## config.mk

```make
export PLATFORM = sky130hd
export DESIGN_NAME = slow_init_handshake_flat
export DESIGN_NICKNAME = d
export VERILOG_FILES = /design/src/sv/shi_pkg.sv /design/src/sv/shi_item_if.sv /design/src/sv/slow_init_handshake.sv /design/src/flat_wrapper.sv
export SDC_FILE = /design/constraint.sdc
export NUM_CORES = 1
export LEC_CHECK = 0
export ABC_AREA = 1
export BUFFER_PORTS_ARGS = -buffer_cell sky130_fd_sc_hd__buf_2
export CORE_MARGIN = 2
export CORE_UTILIZATION = 30
export DETAILED_ROUTE_END_ITERATION = 12
export GPL_TIMING_DRIVEN = 1
export SLEW_MARGIN = 10
export SYNTH_ARGS = -nofsm -noshare
export SYNTH_HDL_FRONTEND = slang
export SYNTH_SLANG_ARGS = --single-unit
```

## constraint.sdc

```tcl
create_clock -name clk -period 11.9 [get_ports clk]
set_input_delay 0.595 -clock clk [delete_from_list [all_inputs] [get_ports clk]]
set_output_delay 0.595 -clock clk [all_outputs]
set_load 0.01 [all_outputs]
```

## src/sv/shi_pkg.sv

```systemverilog
// Shared types, codes and constants for the slow-init handshake block.
`timescale 1ns / 1ps
`default_nettype none

package shi_pkg;

    localparam int unsigned CMD_W    = 2;
    localparam int unsigned BYTE_W   = 8;
    localparam int unsigned STATUS_W = 3;
    localparam int unsigned TICK_W   = 16;
    localparam int unsigned CFG_W    = 16;
    localparam int unsigned CFG_IDX_W = 2;

    typedef enum logic [CMD_W-1:0] {
        CMD_START = 2'd0,
        CMD_TICK  = 2'd1,
        CMD_BYTE  = 2'd2
    } cmd_t;

    typedef enum logic [STATUS_W-1:0] {
        ST_IDLE        = 3'd0,
        ST_BUSY        = 3'd1,
        ST_SUCCESS     = 3'd2,
        ST_NO_SYNC     = 3'd3,
        ST_BAD_KEYS    = 3'd4,
        ST_BAD_TITLE   = 3'd5,
        ST_SHORT_BLOCK = 3'd6
    } status_t;

    typedef enum logic [CFG_IDX_W-1:0] {
        CFG_BIT_TIME = 2'd0,
        CFG_IDLE     = 2'd1,
        CFG_SYNC_LIM = 2'd2,
        CFG_ADDRESS  = 2'd3
    } cfg_idx_t;

    localparam logic [BYTE_W-1:0] SYNC_BYTE  = 8'h55;
    localparam logic [BYTE_W-1:0] KEY_ONE    = 8'h52;
    localparam logic [BYTE_W-1:0] KEY_TWO    = 8'h80;
    localparam logic [BYTE_W-1:0] ACK_BYTE   = 8'h7F;
    localparam logic [BYTE_W-1:0] TITLE_BYTE = 8'hA0;

    localparam logic [TICK_W-1:0] BIT_TIME_RESET = 16'd200;
    localparam logic [TICK_W-1:0] IDLE_RESET     = 16'd2000;
    localparam logic [BYTE_W-1:0] SYNC_LIM_RESET = 8'd12;
    localparam logic [BYTE_W-1:0] ADDRESS_RESET  = 8'h62;

endpackage

`default_nettype wire

```

## src/sv/shi_item_if.sv

```systemverilog
// Input and result channel interfaces of the slow-init handshake block.
`timescale 1ns / 1ps
`default_nettype none

interface shi_item_if;
    logic       valid;
    logic       ready;
    logic [1:0] command;
    logic [7:0] rx_byte;

    modport source (output valid, output command, output rx_byte, input ready);
    modport sink   (input valid, input command, input rx_byte, output ready);
endinterface

interface shi_result_if;
    logic       valid;
    logic       ready;
    logic       line_level;
    logic       send_valid;
    logic [7:0] send_byte;
    logic       id_valid;
    logic [7:0] id_byte;
    logic [2:0] status;
    logic [7:0] check_high;
    logic [7:0] check_low;

    modport source (
        output valid, output line_level, output send_valid, output send_byte,
        output id_valid, output id_byte, output status, output check_high,
        output check_low, input ready
    );
    modport sink (
        input valid, input line_level, input send_valid, input send_byte,
        input id_valid, input id_byte, input status, input check_high,
        input check_low, output ready
    );
endinterface

`default_nettype wire

```

## src/sv/slow_init_handshake.sv

```systemverilog
// Slow-init handshake master: 5-baud address, sync/key check, ID block read.
// Every accepted item (start, tick or received byte) yields exactly one result,
// registered in the cycle after it is accepted. The handshake state and the
// result register update in the same edge, so an item is taken every cycle as
// long as the result register is empty or being drained: one item per cycle.
// Configuration registers are plain writes by index and take effect on the
// next item; write them only while no result is pending.
`timescale 1ns / 1ps
`default_nettype none

module slow_init_handshake (
    input  wire logic                        clk,
    input  wire logic                        rst_n,
    input  wire logic                        cfg_we,
    input  wire logic [shi_pkg::CFG_IDX_W-1:0] cfg_index,
    input  wire logic [shi_pkg::CFG_W-1:0]   cfg_data,
    shi_item_if.sink                         item,
    shi_result_if.source                     result
);
    import shi_pkg::*;

    typedef enum logic [3:0] {
        PH_IDLE, PH_HOLD, PH_BITS, PH_SYNC, PH_KEY1, PH_KEY2,
        PH_ECHO, PH_LEN, PH_TITLE, PH_ID, PH_DONE
    } phase_t;

    // configuration
    logic [TICK_W-1:0] bit_time_reg;
    logic [TICK_W-1:0] idle_reg;
    logic [BYTE_W-1:0] sync_lim_reg;
    logic [BYTE_W-1:0] address_reg;

    // handshake state
    phase_t            phase_reg, phase_next;
    logic [TICK_W-1:0] tick_reg, tick_next;
    logic [3:0]        bit_idx_reg, bit_idx_next;
    logic [BYTE_W-1:0] byte_cnt_reg, byte_cnt_next;
    logic [BYTE_W-1:0] blk_len_reg, blk_len_next;
    logic [BYTE_W-1:0] first_key_reg, first_key_next;
    logic [BYTE_W-1:0] chk_hi_reg, chk_hi_next;
    logic [BYTE_W-1:0] chk_lo_reg, chk_lo_next;
    status_t           code_reg, code_next;

    // result register
    logic              out_valid_reg, out_valid_next;
    logic              line_reg, line_next;
    logic              send_valid_reg, send_valid_next;
    logic              id_valid_reg, id_valid_next;
    logic [BYTE_W-1:0] id_byte_reg, id_byte_next;

    logic              in_xfer;
    logic [TICK_W:0]   tick_inc;
    logic [BYTE_W-1:0] byte_inc;
    logic [BYTE_W:0]   id_pos;
    logic [2:0]        addr_sel;

    assign item.ready = !out_valid_reg || result.ready;
    assign in_xfer    = item.valid && item.ready;
    assign tick_inc   = {1'b0, tick_reg} + 1'b1;
    assign byte_inc   = byte_cnt_reg + 1'b1;
    assign id_pos     = {1'b0, byte_cnt_reg} + 9'd2;

    always_comb
    begin
        phase_next      = phase_reg;
        tick_next       = tick_reg;
        bit_idx_next    = bit_idx_reg;
        byte_cnt_next   = byte_cnt_reg;
        blk_len_next    = blk_len_reg;
        first_key_next  = first_key_reg;
        chk_hi_next     = chk_hi_reg;
        chk_lo_next     = chk_lo_reg;
        code_next       = code_reg;
        send_valid_next = 1'b0;
        id_valid_next   = 1'b0;
        id_byte_next    = '0;

        unique case (cmd_t'(item.command))
            CMD_START:
            begin
                phase_next     = PH_HOLD;
                tick_next      = '0;
                bit_idx_next   = '0;
                byte_cnt_next  = '0;
                blk_len_next   = '0;
                first_key_next = '0;
                chk_hi_next    = '0;
                chk_lo_next    = '0;
                code_next      = ST_BUSY;
            end
            CMD_TICK:
            begin
                if (phase_reg == PH_HOLD)
                begin
                    if (tick_inc >= {1'b0, idle_reg})
                    begin
                        phase_next   = PH_BITS;
                        bit_idx_next = '0;
                        tick_next    = '0;
                    end
                    else
                    begin
                        tick_next = tick_inc[TICK_W-1:0];
                    end
                end
                else if (phase_reg == PH_BITS)
                begin
                    if (tick_inc >= {1'b0, bit_time_reg})
                    begin
                        tick_next = '0;
                        // stop bit done: start listening for sync
                        if (bit_idx_reg >= 4'd9)
                        begin
                            phase_next    = PH_SYNC;
                            byte_cnt_next = '0;
                            bit_idx_next  = '0;
                        end
                        else
                        begin
                            bit_idx_next = bit_idx_reg + 4'd1;
                        end
                    end
                    else
                    begin
                        tick_next = tick_inc[TICK_W-1:0];
                    end
                end
            end
            CMD_BYTE:
            begin
                case (phase_reg)
                    PH_SYNC:
                    begin
                        if (item.rx_byte == SYNC_BYTE)
                        begin
                            phase_next = PH_KEY1;
                        end
                        else
                        begin
                            byte_cnt_next = byte_inc;
                            if (byte_inc >= sync_lim_reg)
                            begin
                                phase_next = PH_DONE;
                                code_next  = ST_NO_SYNC;
                            end
                        end
                    end
                    PH_KEY1:
                    begin
                        first_key_next = item.rx_byte;
                        phase_next     = PH_KEY2;
                    end
                    PH_KEY2:
                    begin
                        if (first_key_reg != KEY_ONE || item.rx_byte != KEY_TWO)
                        begin
                            phase_next = PH_DONE;
                            code_next  = ST_BAD_KEYS;
                        end
                        else
                        begin
                            send_valid_next = 1'b1;
                            phase_next      = PH_ECHO;
                        end
                    end
                    PH_ECHO:
                    begin
                        phase_next = PH_LEN;
                    end
                    PH_LEN:
                    begin
                        blk_len_next = item.rx_byte;
                        phase_next   = PH_TITLE;
                    end
                    PH_TITLE:
                    begin
                        if (item.rx_byte != TITLE_BYTE)
                        begin
                            phase_next = PH_DONE;
                            code_next  = ST_BAD_TITLE;
                        end
                        else if (blk_len_reg < 8'd2)
                        begin
                            phase_next = PH_DONE;
                            code_next  = ST_SHORT_BLOCK;
                        end
                        else
                        begin
                            byte_cnt_next = '0;
                            phase_next    = PH_ID;
                        end
                    end
                    PH_ID:
                    begin
                        chk_hi_next = chk_lo_reg;
                        chk_lo_next = item.rx_byte;
                        // last two block bytes are check bytes, not reported
                        if (id_pos < {1'b0, blk_len_reg})
                        begin
                            id_valid_next = 1'b1;
                            id_byte_next  = item.rx_byte;
                        end
                        byte_cnt_next = byte_inc;
                        if (byte_inc >= blk_len_reg)
                        begin
                            phase_next = PH_DONE;
                            code_next  = ST_SUCCESS;
                        end
                    end
                    default:
                    begin
                    end
                endcase
            end
            default:
            begin
            end
        endcase
    end

    // line level after this item: start bit low, data LSB first, stop high
    assign addr_sel = 3'(bit_idx_next - 4'd1);

    always_comb
    begin
        if (phase_next != PH_BITS)
            line_next = 1'b1;
        else if (bit_idx_next == 4'd0)
            line_next = 1'b0;
        else if (bit_idx_next >= 4'd9)
            line_next = 1'b1;
        else
            line_next = address_reg[addr_sel];
    end

    assign out_valid_next = in_xfer || (out_valid_reg && !result.ready);

    always_ff @(posedge clk or negedge rst_n)
    begin
        if (!rst_n)
        begin
            bit_time_reg   <= BIT_TIME_RESET;
            idle_reg       <= IDLE_RESET;
            sync_lim_reg   <= SYNC_LIM_RESET;
            address_reg    <= ADDRESS_RESET;
            phase_reg      <= PH_IDLE;
            tick_reg       <= '0;
            bit_idx_reg    <= '0;
            byte_cnt_reg   <= '0;
            blk_len_reg    <= '0;
            first_key_reg  <= '0;
            chk_hi_reg     <= '0;
            chk_lo_reg     <= '0;
            code_reg       <= ST_IDLE;
            out_valid_reg  <= 1'b0;
            line_reg       <= 1'b1;
            send_valid_reg <= 1'b0;
            id_valid_reg   <= 1'b0;
            id_byte_reg    <= '0;
        end
        else
        begin
            if (cfg_we)
            begin
                unique case (cfg_idx_t'(cfg_index))
                    CFG_BIT_TIME: bit_time_reg <= cfg_data;
                    CFG_IDLE:     idle_reg     <= cfg_data;
                    CFG_SYNC_LIM: sync_lim_reg <= cfg_data[BYTE_W-1:0];
                    CFG_ADDRESS:  address_reg  <= cfg_data[BYTE_W-1:0];
                    default:      ;
                endcase
            end
            out_valid_reg <= out_valid_next;
            if (in_xfer)
            begin
                phase_reg      <= phase_next;
                tick_reg       <= tick_next;
                bit_idx_reg    <= bit_idx_next;
                byte_cnt_reg   <= byte_cnt_next;
                blk_len_reg    <= blk_len_next;
                first_key_reg  <= first_key_next;
                chk_hi_reg     <= chk_hi_next;
                chk_lo_reg     <= chk_lo_next;
                code_reg       <= code_next;
                line_reg       <= line_next;
                send_valid_reg <= send_valid_next;
                id_valid_reg   <= id_valid_next;
                id_byte_reg    <= id_byte_next;
            end
        end
    end

    assign result.valid      = out_valid_reg;
    assign result.line_level = line_reg;
    assign result.send_valid = send_valid_reg;
    assign result.send_byte  = send_valid_reg ? ACK_BYTE : '0;
    assign result.id_valid   = id_valid_reg;
    assign result.id_byte    = id_byte_reg;
    assign result.status     = code_reg;
    assign result.check_high = chk_hi_reg;
    assign result.check_low  = chk_lo_reg;

endmodule

`default_nettype wire
```

## src/flat_wrapper.sv

```systemverilog
// flat-port wrapper written by rule: the top's interface ports become plain ports
module slow_init_handshake_flat import shi_pkg::*;
  (clk, rst_n, cfg_we, cfg_index, cfg_data, item_valid, item_command, item_rx_byte, item_ready, result_valid, result_line_level, result_send_valid, result_send_byte, result_id_valid, result_id_byte, result_status, result_check_high, result_check_low, result_ready);
  shi_item_if item_i ();
  shi_result_if result_i ();
  input  wire logic clk;
  input  wire logic rst_n;
  input  wire logic cfg_we;
  input  wire logic [shi_pkg::CFG_IDX_W-1:0] cfg_index;
  input  wire logic [shi_pkg::CFG_W-1:0] cfg_data;
  input wire logic [$bits(item_i.valid)-1:0] item_valid;
  input wire logic [$bits(item_i.command)-1:0] item_command;
  input wire logic [$bits(item_i.rx_byte)-1:0] item_rx_byte;
  output wire logic [$bits(item_i.ready)-1:0] item_ready;
  output wire logic [$bits(result_i.valid)-1:0] result_valid;
  output wire logic [$bits(result_i.line_level)-1:0] result_line_level;
  output wire logic [$bits(result_i.send_valid)-1:0] result_send_valid;
  output wire logic [$bits(result_i.send_byte)-1:0] result_send_byte;
  output wire logic [$bits(result_i.id_valid)-1:0] result_id_valid;
  output wire logic [$bits(result_i.id_byte)-1:0] result_id_byte;
  output wire logic [$bits(result_i.status)-1:0] result_status;
  output wire logic [$bits(result_i.check_high)-1:0] result_check_high;
  output wire logic [$bits(result_i.check_low)-1:0] result_check_low;
  input wire logic [$bits(result_i.ready)-1:0] result_ready;
  assign item_i.valid = item_valid;
  assign item_i.command = item_command;
  assign item_i.rx_byte = item_rx_byte;
  assign item_ready = item_i.ready;
  assign result_valid = result_i.valid;
  assign result_line_level = result_i.line_level;
  assign result_send_valid = result_i.send_valid;
  assign result_send_byte = result_i.send_byte;
  assign result_id_valid = result_i.id_valid;
  assign result_id_byte = result_i.id_byte;
  assign result_status = result_i.status;
  assign result_check_high = result_i.check_high;
  assign result_check_low = result_i.check_low;
  assign result_i.ready = result_ready;
  slow_init_handshake u_core (.clk(clk), .rst_n(rst_n), .cfg_we(cfg_we), .cfg_index(cfg_index), .cfg_data(cfg_data), .item(item_i), .result(result_i));
endmodule
```

==> results of run 1 <==
-- worst reg2reg max path: cells and delay by family (launching register included) --
kind,cells,cell delay [ps]
adder cells (fa/ha/maj),2,520
flip-flops,1,410
buffers and inverters,4,310
AND/OR/NAND/NOR,19,2390
XOR/XNOR,1,180
AO/OA/AOI/OAI,4,480
-- where the power goes --
group	internal (W)	switching, W	total (W)
registers	0.000499	0.0000505	0.000549
logic	0.000162	0.000275	0.000436
clock network	0.000334	0.000213	0.000547
total	0.000994	0.000538	0.00153
-- logic make-up after synthesis --
family	share of synthesized area (%)
AND/OR/NAND/NOR	19.96
buffers and inverters	11.92
AO/OA/AOI/OAI	13.60
flip-flops	41.37
adder cells (fa/ha/maj)	10.52
XOR/XNOR	1.700
multiplexers	0.8743
other	0.04853
-- how the worst min path moves through the flow --
stage	from	endpoint	slack (ps)
floorplan	rst_n	u_core.address_reg[0]	300
global placement	u_core.result.id_byte[0]	u_core.result.id_byte[0]	460
detailed placement	u_core.result.id_valid	u_core.result.id_valid	470
CTS	rst_n	u_core.bit_time_reg[4]	250
global route	rst_n	u_core.bit_time_reg[8]	280
finish	rst_n	u_core.bit_time_reg[4]	220
-- per-stage QoR --
stage / hold slack (ps) / area [um^2]
2_1_floorplan: 299.4 / 7727
3_3_place_gp: 464.0 / 8381
3_5_place_dp: 472.6 / 8381
4_1_cts: 253.6 / 8992
5_1_grt: 280.0 / 8992
6_report: 222.5 / 8992
-- Yosys cell counts, drive strengths merged --
cell       n
a31oi      1
o31ai      1
inv      207
nand3     40
o41ai      2
ha        65
a31o       1
xor2      15
or2        1
nor3       9
o22ai     40
nor2      74
nor4       4
o211ai     4
dfstp     15
a21o       1
mux2       6
nand3b     5
o21bai     1
dfrtp    112
o21a       7
clkbuf    12
buf       15
nand2    203
a211oi     1
o32ai      1
o2111ai    2
a21oi     33
o21ai     92
nand4     16
conb       1
clkinv     1
-- layout by cell type, fill, tap and decap left out, types with 3 or more instances in the layout --
cell type,netlist,final
a21oi_1,32,32
nor2_2,6,6
o22ai_1,40,40
clkbuf_16,0,17
nand3_1,37,37
nor3_1,9,9
dfstp_2,15,15
nor4_1,3,3
xor2_1,15,15
nand4_1,16,16
mux2_2,6,6
nand2_2,3,3
inv_2,8,8
nand3b_1,5,5
dfrtp_1,112,112
nor2_1,67,67
nand2_4,4,4
nand2_1,196,196
inv_1,199,199
bufinv_16,0,3
buf_4,9,4
o21ai_1,3,3
o211ai_1,4,4
inv_6,0,4
o21a_1,7,7
clkinv_4,0,3
ha_1,65,65
buf_2,4,70
o21ai_0,89,89
-- layer usage --
metal	track usage [%]	up-vias	part of all wire [%]
li1	-	3315	-
met4	4.901	0	1.7
met2	21.87	120	43
met3	2.888	23	3.4
met1	20.83	3005	52
met5	0	-	0
-- area by class of cell --
cell class | instances | area [um^2] | area share (%)
Multi-Input combinational cell | 626 | 3610 | 40.14
Sequential cell | 127 | 3197 | 35.55
Inverter | 208 | 780.7 | 8.682
Clock buffer | 18 | 429.2 | 4.773
Tap cell | 330 | 412.9 | 4.592
Timing Repair Buffer | 74 | 380.4 | 4.230
Clock inverter | 14 | 182.7 | 2.031
==> qor.txt, run 1 <==
Maximum fanout along the worst path: 6
Share of post-route cells with drive strength above 1: 14.53%
Die extent in x: 164.5 um
Reg clk slew, reported paths: 60 ps
Final TNS setup: 0 ps
Distinct cell type count after synthesis: 44
Setup crit start kind: register
Reg2Reg Launch Point: u_core.tick_reg[0]
Worst path max stage delay: 410 ps
Status: completed
Max_slew headroom: 27.65%
Row cnt: 58
Iter 0 DRT Violations: 490
DRC viols: 0
Area contributors post-synth: dfrtp_1, ha_1, inv_1, nand2_1, o21ai_0
Synth Register Bits: 127
Crit path to: u_core.result.line_level
RR Endpoint: u_core.result.line_level
Worst skew pair latency: 430 ps
Slowest library cell on the worst path: dfrtp_1
Final setup violation count: 0
CP Capture Type: register
Worst Hold Class: in -> async
Syn_nets: 1086
TritonCTS buffer count: 17
Place WS: 7633 ps
Post-Synthesis Cells: 988
Max-cap viol count: 0
PortBufs: 71
CP required: 12250 ps
Final worst setup slack: 7580 ps
Pre-Repair DR Iteration Count: 6
Crit path kind: reg -> reg
Clk sink count: 127
Detailed Place HPWL: 13980 um
Max Slew Vio Count: 0
Vias: 6463
Worst Tran Pin Value: 1082 ps
Cts repair resizes: 0
RSZ-0062 raised after global routing: no
N_diodes: 0
FILL cells: 2683
Core ar.: 0.02525 mm^2
Root Driver: clkbuf_16
Total congestion overflow: 0
H-Tree Level Count: 4
Worst EP arrival: 4680 ps
Synth area leader: dfrtp_1
Die Span Y: 164.5 um
DIE AREA: 0.02706 mm^2
Max Root-Sink Buffers: 2
Post-CTS Hold Buffers: 0
Peak supply drop: 0.00007756 V
CP bufs+invs: 4
Largest net degree at the start of global routing: 74
Antenna violations before repair: 0
Leakage: 4.692 nW
Wirelength per Cell: 13.32 um
Final Hold Fails: 0
Share of the synthesized area in the top cell type: 36.27%
Syn_area_per_cell: 7.821 um^2
DRT Wirelength: 18610 um
Area grow syn2layout: 16.37%
Worst path most repeated cell: nor2_1
Starting Density: 30.60%
Dpl cells: 1365
Post-route clock period utilization: 36.30%
Total setup buffers inserted after CTS: 0
Critical path depth: 30
# IOs: 73
CTS tree: done
Gpl congestion: 0.8912
FMAX: 231.5 MHz
Gr usage total: 14.54%
Reg2reg setup slack: 7580 ps
Via density per instance: 4.626
Vias in the first global route: 6242
Finished Core Util: 35.61%
YS warnings: 0
Worst R2R Path Depth: 30
Non-Filler Instances: 1397
PD cells: 170.4 mW/mm^2
Final antenna-violating net count: 0
Delay-heaviest family, CP: simple AND/OR/NAND/NOR gates
Global-route wire length before repair: 31310 um
Tot Pwr: 0.001532 W
Final nets: 1152
Max Clock Skew: 11.12 ps
Tmin final: 4320 ps
CP Launch Point: u_core.tick_reg[0]
Seq/Total Area, Yosys: 41.37%
Mapped Area: 0.007727 mm^2
Note: power is estimated with default switching activity, not from simulation.
==> run 2, diff against run 1 <==
==> constraint.sdc (replaced) <==
create_clock -name clk -period 4.45 [get_ports clk]
set_input_delay 0.2225 -clock clk [delete_from_list [all_inputs] [get_ports clk]]
set_output_delay 0.2225 -clock clk [all_outputs]
set_load 0.01 [all_outputs]
==> run 2 against run 1 <==
Effect of this change: non-clock buffer count grew 5; core utilization grew 0.33 points; global-route usage is essentially flat; routed wire length grew 0.46%; count of clock-buffer cells in the layout is the same; power grew to 2.7 times the previous value; critical path depth shrank 4; maximum frequency grew 7.2%; register-to-register slack lost 7200 ps; critical endpoint unchanged; highest routed layer unchanged.
==> qor.txt, run 2 (synthesized netlist as in run 1, its figures left out) <==
Starting Density: 30.60% (unchanged)
H-Tree Level Count: 4 (unchanged)
Root Driver: clkbuf_16 (unchanged)
Share of post-route cells with drive strength above 1: 15.58% (was 14.53%)
Antenna violations before repair: 0 (unchanged)
Reg2Reg Launch Point: u_core.tick_reg[0] (unchanged)
Reg2reg setup slack: 420 ps (was 7580 ps)
Worst Hold Class: in -> reg (was in -> async)
DRT Wirelength: 18700 um (was 18610 um)
Met2 WL: 8232 um (was 8046 um)
Final antenna-violating net count: 0 (unchanged)
Pre-Repair DR Iteration Count: 5 (was 6)
Max Clock Skew: 15.57 ps (was 11.12 ps)
DRC viols: 0 (unchanged)
Detailed Place HPWL: 14090 um (was 13980 um)
Max Root-Sink Buffers: 2 (unchanged)
Gpl congestion: 0.8850 (was 0.8912)
Reg clk slew, reported paths: 60 ps (about the same)
Top layer in use: met4 (unchanged)
Setup crit start kind: register (unchanged)
Core ar.: 0.02525 mm^2 (unchanged)
Worst path most repeated cell: nand2_1 (was nor2_1)
Worst Tran Pin Value: 1048 ps (was 1082 ps)
Most common library cell in the layout ignoring fill and taps: inv_1 (unchanged)
Worst EP arrival: 4380 ps (was 4680 ps)
Gr usage total: 14.53% (was 14.54%)
Via density per instance: 4.653 (was 4.626)
CP required: 4810 ps (was 12250 ps)
Hold Path Sink: u_core.idle_reg[8]
PD cells: 453.7 mW/mm^2 (was 170.4 mW/mm^2)
Max Slew Vio Count: 0 (unchanged)
Slowest library cell on the worst path: dfrtp_1 (unchanged)
Vias in the first global route: 6285 (was 6242)
Most frequent cells in the layout: inv_1, nand2_1, dfrtp_1, o21ai_0, buf_2 (unchanged)
N_diodes: 0 (unchanged)
PortBufs: 71 (unchanged)
Worst hold margin: 33.93 ps (was 222.5 ps)
Tmin final: 4028 ps (was 4320 ps)
Vias: 6524 (was 6463)
Worst path max stage delay: 400 ps (was 410 ps)
Maximum fanout along the worst path: 6 (unchanged)
Crit path kind: reg -> reg (unchanged)
Die extent in x: 164.5 um (unchanged)
Hold path startpoint: cfg_data[8]
CTS tree: done (unchanged)
Status: completed (unchanged)
Final nets: 1157 (was 1152)
Final TNS setup: 0 ps (unchanged)
Metal1 wirelength: 9411 um (was 9624 um)
Max_slew headroom: 29.95% (was 27.65%)
Finished Core Util: 35.94% (was 35.61%)
Row cnt: 58 (unchanged)
Storage element area: 0.003197 mm^2 (unchanged)
Die Span Y: 164.5 um (unchanged)
RR Endpoint: u_core.result.line_level (unchanged)
Peak supply drop: 0.0001719 V (was 0.00007756 V)
Metal3 WL: 801 um (was 629 um)
Clk sink count: 127 (unchanged)
Max-cap viol count: 0 (unchanged)
Leakage: 4.721 nW (was 4.692 nW)
Worst R2R Path Depth: 26 (was 30)
Final Hold Fails: 0 (unchanged)
FMAX: 248.2 MHz (was 231.5 MHz)
CP Launch Point: u_core.tick_reg[0] (unchanged)
Multi-input gate area: 0.003654 mm^2 (was 0.003610 mm^2)
Wirelength per Cell: 13.34 um (was 13.32 um)
Total congestion overflow: 0 (unchanged)
DIE AREA: 0.02706 mm^2 (unchanged)
Final setup violation count: 0 (unchanged)
Area grow syn2layout: 17.45% (was 16.37%)
TritonCTS buffer count: 17 (unchanged)
Hold Path Depth: 3
FILL cells: 2666 (was 2683)
Worst skew pair latency: 430 ps (about the same)
Iter 0 DRT Violations: 511 (was 490)
CP Capture Type: register (unchanged)
# IOs: 73 (unchanged)
Post-route clock period utilization: 90.53% (was 36.30%)
Global-route wire length before repair: 31250 um (was 31310 um)
Largest net degree at the start of global routing: 53 (was 74)
## run 2: changes by cell type in the layout (fill, tap and decap cells not counted), moves of 2 or more
cell	before	now
nor2_1	67	65
nor2_2	6	8
buf_4	4	7
dlygate4sd3_1	0	2
xor2_1	15	13
nor3_1	9	6
nor3_2	0	3
xor2_2	0	2
## run 2: what timing repair did
item / CTS / global route
gates resized for setup: 0 / 10
buffers inserted: 0 / 0
hold buffers: 2 / 0
endpoints found under the hold margin: 41 / 0
endpoints found under the setup margin: 0 / 1
## run 2: per-stage QoR
stage / worst slack (ps) / cell area (um^2) / power [W] / cells
final: 421.6 / 9076 / 0.004118 / 1402
after global routing: -9.728 / 9076 / 0.004431 / 1402
after CTS: 235.1 / 9032 / 0.004147 / 1402
after detailed placement: 330.3 / 8403 / 0.002654 / 1368
after global placement: 496.3 / 8403 / 0.002638 / 1368
after floorplan: 692.6 / 7727 / 0.002322 / 988
## run 2: power breakdown
| part | internal [W] | total (W) | switching (W) |
|---|---|---|---|
| Clock | 0.000891 | 0.00147 | 0.000574 |
| Sequential | 0.00133 | 0.00147 | 0.000140 |
| Combinational | 0.000437 | 0.00118 | 0.000743 |
| Total | 0.00266 | 0.00412 | 0.00146 |
## run 2: final cells by class
class	count	share of cell area (%)
inverters	208	8.602
repair buffers	79	4.660
clock inverters	14	1.985
clock buffers	18	4.728
well taps	330	4.549
multi-input cells	626	40.25
flip-flops and latches	127	35.22
## run 2: worst max path at each step
| stage | slack, ps | cells past startpoint | to |
|---|---|---|---|
| 3_5_place_dp | 330 | 31 | u_core.result.line_level |
| 4_1_cts | 240 | 31 | u_core.result.line_level |
| 2_1_floorplan | 690 | 31 | u_core.result.line_level |
| 5_1_grt | -10 | 30 | u_core.result.line_level |
| 3_3_place_gp | 500 | 31 | u_core.result.line_level |
| 6_report | 420 | 26 | u_core.result.line_level |
## run 2: layer usage
metal | track usage (%) | vias to the layer above
li1 | - | 3324
met1 | 20.33 | 3052
met2 | 22.29 | 130
met3 | 3.114 | 18
met4 | 4.862 | 0
met5 | 0 | -
## run 2: critical path, delay by kind of cell (launching register included)
family	cells	cell delay, ps
fa+ha+maj	3	760
xor+xnor	1	210
compound gates	4	380
flops	1	400
simple gates	18	2210
==> run 3, diff against run 2 <==
--- a/config.mk
+++ b/config.mk
@@ -7,10 +7,13 @@
 export LEC_CHECK = 0
 export ABC_AREA = 1
 export BUFFER_PORTS_ARGS = -buffer_cell sky130_fd_sc_hd__buf_2
+export CELL_PAD_IN_SITES_DETAIL_PLACEMENT = 0
+export CELL_PAD_IN_SITES_GLOBAL_PLACEMENT = 1
 export CORE_MARGIN = 2
 export CORE_UTILIZATION = 30
 export DETAILED_ROUTE_END_ITERATION = 12
 export GPL_TIMING_DRIVEN = 1
+export PLACE_DENSITY_LB_ADDON = 0.1
 export SLEW_MARGIN = 10
 export SYNTH_ARGS = -nofsm -noshare
 export SYNTH_HDL_FRONTEND = slang
==> run 3 against run 2 <==
Effect of this change: cell area is essentially flat; power increased by 0.29%; first-iteration DRC count fell by 27%; maximum frequency is 2.4% higher; global-route usage grew 1.6 points; sequential share of layout area barely moved; die area unchanged; combinational power about the same; core utilization is essentially flat; clock power about the same; cell count increased by 0.29%; highest routed layer unchanged.
==> qor.txt, run 3 (synthesized netlist as in run 1, its figures left out) <==
Vias: 6342 (was 6524)
Gr usage total: 16.18% (was 14.53%)
PD cells: 455.0 mW/mm^2 (was 453.7 mW/mm^2)
Max_slew headroom: 34.20% (was 29.95%)
Tmin final: 3934 ps (was 4028 ps)
Worst Hold Class: in -> reg (unchanged)
H-Tree Level Count: 4 (unchanged)
Final antenna-violating net count: 0 (unchanged)
Core ar.: 0.02525 mm^2 (unchanged)
DIE AREA: 0.02706 mm^2 (unchanged)
Reg2reg setup slack: 520 ps (was 420 ps)
CP bufs+invs: 4 (was 0)
PortBufs: 71 (unchanged)
Crit path to: u_core.result.line_level (unchanged)
Row cnt: 58 (unchanged)
Final Hold Fails: 0 (unchanged)
Crit path kind: reg -> reg (unchanged)
Max Root-Sink Buffers: 2 (unchanged)
RR Endpoint: u_core.result.line_level (unchanged)
N_diodes: 0 (unchanged)
Wirelength per Cell: 14.61 um (was 13.34 um)
Pre-Repair DR Iteration Count: 4 (was 5)
Status: completed (unchanged)
Area grow syn2layout: 17.49% (was 17.45%)
Worst hold margin: 40.96 ps (was 33.93 ps)
Tot Pwr: 0.004130 W (was 0.004118 W)
Detailed Place HPWL: 15500 um (was 14090 um)
Most common library cell in the layout ignoring fill and taps: inv_1 (unchanged)
Reg2Reg Launch Point: u_core.tick_reg[2] (was u_core.tick_reg[0])
TritonCTS buffer count: 17 (unchanged)
Share of post-route cells with drive strength above 1: 15.71% (was 15.58%)
DRT Wirelength: 20540 um (was 18700 um)
Iter 0 DRT Violations: 371 (was 511)
Via density per instance: 4.511 (was 4.653)
Maximum fanout along the worst path: 6 (unchanged)
Final TNS setup: 0 ps (unchanged)
DRC viols: 0 (unchanged)
Worst path max stage delay: 350 ps (was 400 ps)
Slowest library cell on the worst path: dfrtp_1 (unchanged)
Max-cap viol count: 0 (unchanged)
Global-route wire length before repair: 34120 um (was 31250 um)
Largest net degree at the start of global routing: 51 (was 53)
Die extent in x: 164.5 um (unchanged)
Peak supply drop: 0.0001930 V (was 0.0001719 V)
# IOs: 73 (unchanged)
Root Driver: clkbuf_16 (unchanged)
Vias in the first global route: 6268 (was 6285)
Die Span Y: 164.5 um (unchanged)
Most frequent cells in the layout: inv_1, nand2_1, dfrtp_1, o21ai_0, buf_2 (unchanged)
CP Launch Point: u_core.tick_reg[2] (was u_core.tick_reg[0])
Place WS: 270.8 ps (was 330.3 ps)
Worst R2R Path Depth: 30 (was 26)
Storage element area: 0.003197 mm^2 (unchanged)
Delay-heaviest family, CP: simple AND/OR/NAND/NOR gates (unchanged)
Final worst setup slack: 516.4 ps (was 421.6 ps)
Clk sink count: 127 (unchanged)
Post-route clock period utilization: 88.40% (was 90.53%)
Antenna violations before repair: 0 (unchanged)
Total congestion overflow: 0 (unchanged)
Worst Tran Pin Value: 984.7 ps (was 1048 ps)
FILL cells: 2753 (was 2666)
Worst EP arrival: 4280 ps (was 4380 ps)
CP required: 4800 ps (was 4810 ps)
Starting Density: 30.60% (unchanged)
Setup crit start kind: register (unchanged)
FMAX: 254.2 MHz (was 248.2 MHz)
RSZ-0062 raised after global routing: no
Reg clk slew, reported paths: 60 ps (about the same)
Worst skew pair latency: 420 ps (was 430 ps)
Max Slew Vio Count: 0 (unchanged)
Final nets: 1161 (was 1157)
Multi-input gate area: 0.003633 mm^2 (was 0.003654 mm^2)
CP Capture Type: register (unchanged)
Gpl congestion: 0.8083 (was 0.8850)
Leakage: 4.731 nW (was 4.721 nW)
Max Clock Skew: 12.74 ps (was 15.57 ps)
CTS tree: done (unchanged)
Final setup violation count: 0 (unchanged)
Critical path depth: 30 (was 26)
run 3: worst min-delay path, stage by stage:
cell,delay [ps]
buf_2,90
inv_1,50
o21ai_0,80
run 3: area by class of cell:
class                           count  share of cell area (%)
Timing Repair Buffer               83                   5.030
Tap cell                          330                   4.548
Clock inverter                     14                   1.750
Multi-Input combinational cell    626                   40.02
Inverter                          208                   8.600
Clock buffer                       18                   4.837
Sequential cell                   127                   35.21
run 3: layer usage:
metal | share of wire (%) | track usage [%] | up-vias
met2 | 39 | 21.61 | 92
li1 | - | - | 3328
met3 | 2.8 | 2.486 | 11
met4 | 0.85 | 4.269 | 0
met5 | 0 | 0 | -
met1 | 58 | 26.37 | 2911
run 3: what timing repair did:
action,in CTS,in global routing
hold endpoints to repair,40,0
setup endpoints to repair,0,1
hold buffers,2,0
buffers inserted,0,2
gates resized for setup,0,7
run 3: stage by stage:
step,utilization (%),instances,instance area [um^2]
after floorplan,-,988,7727
after global routing,35.95,1406,9079
after CTS,35.80,1404,9040
after detailed placement,33.35,1370,8422
final,35.95,1406,9079
after global placement,33.35,1370,8422
run 3: worst min path at each step:
| stage | end | from | cells after the start |
|---|---|---|---|
| after global routing | u_core.idle_reg[10] | cfg_data[10] | 3 |
| after global placement | u_core.tick_reg[7] | rst_n | 1 |
| after floorplan | u_core.address_reg[0] | rst_n | 0 |
| after detailed placement | u_core.tick_reg[10] | rst_n | 1 |
| final | u_core.idle_reg[8] | cfg_data[8] | 3 |
| after CTS | u_core.idle_reg[8] | cfg_data[8] | 3 |
run 3: power by group:
group          switching [W]  internal (W)
registers           0.000140       0.00133
logic               0.000769      0.000444
clock network       0.000593      0.000851
total                0.00150       0.00263
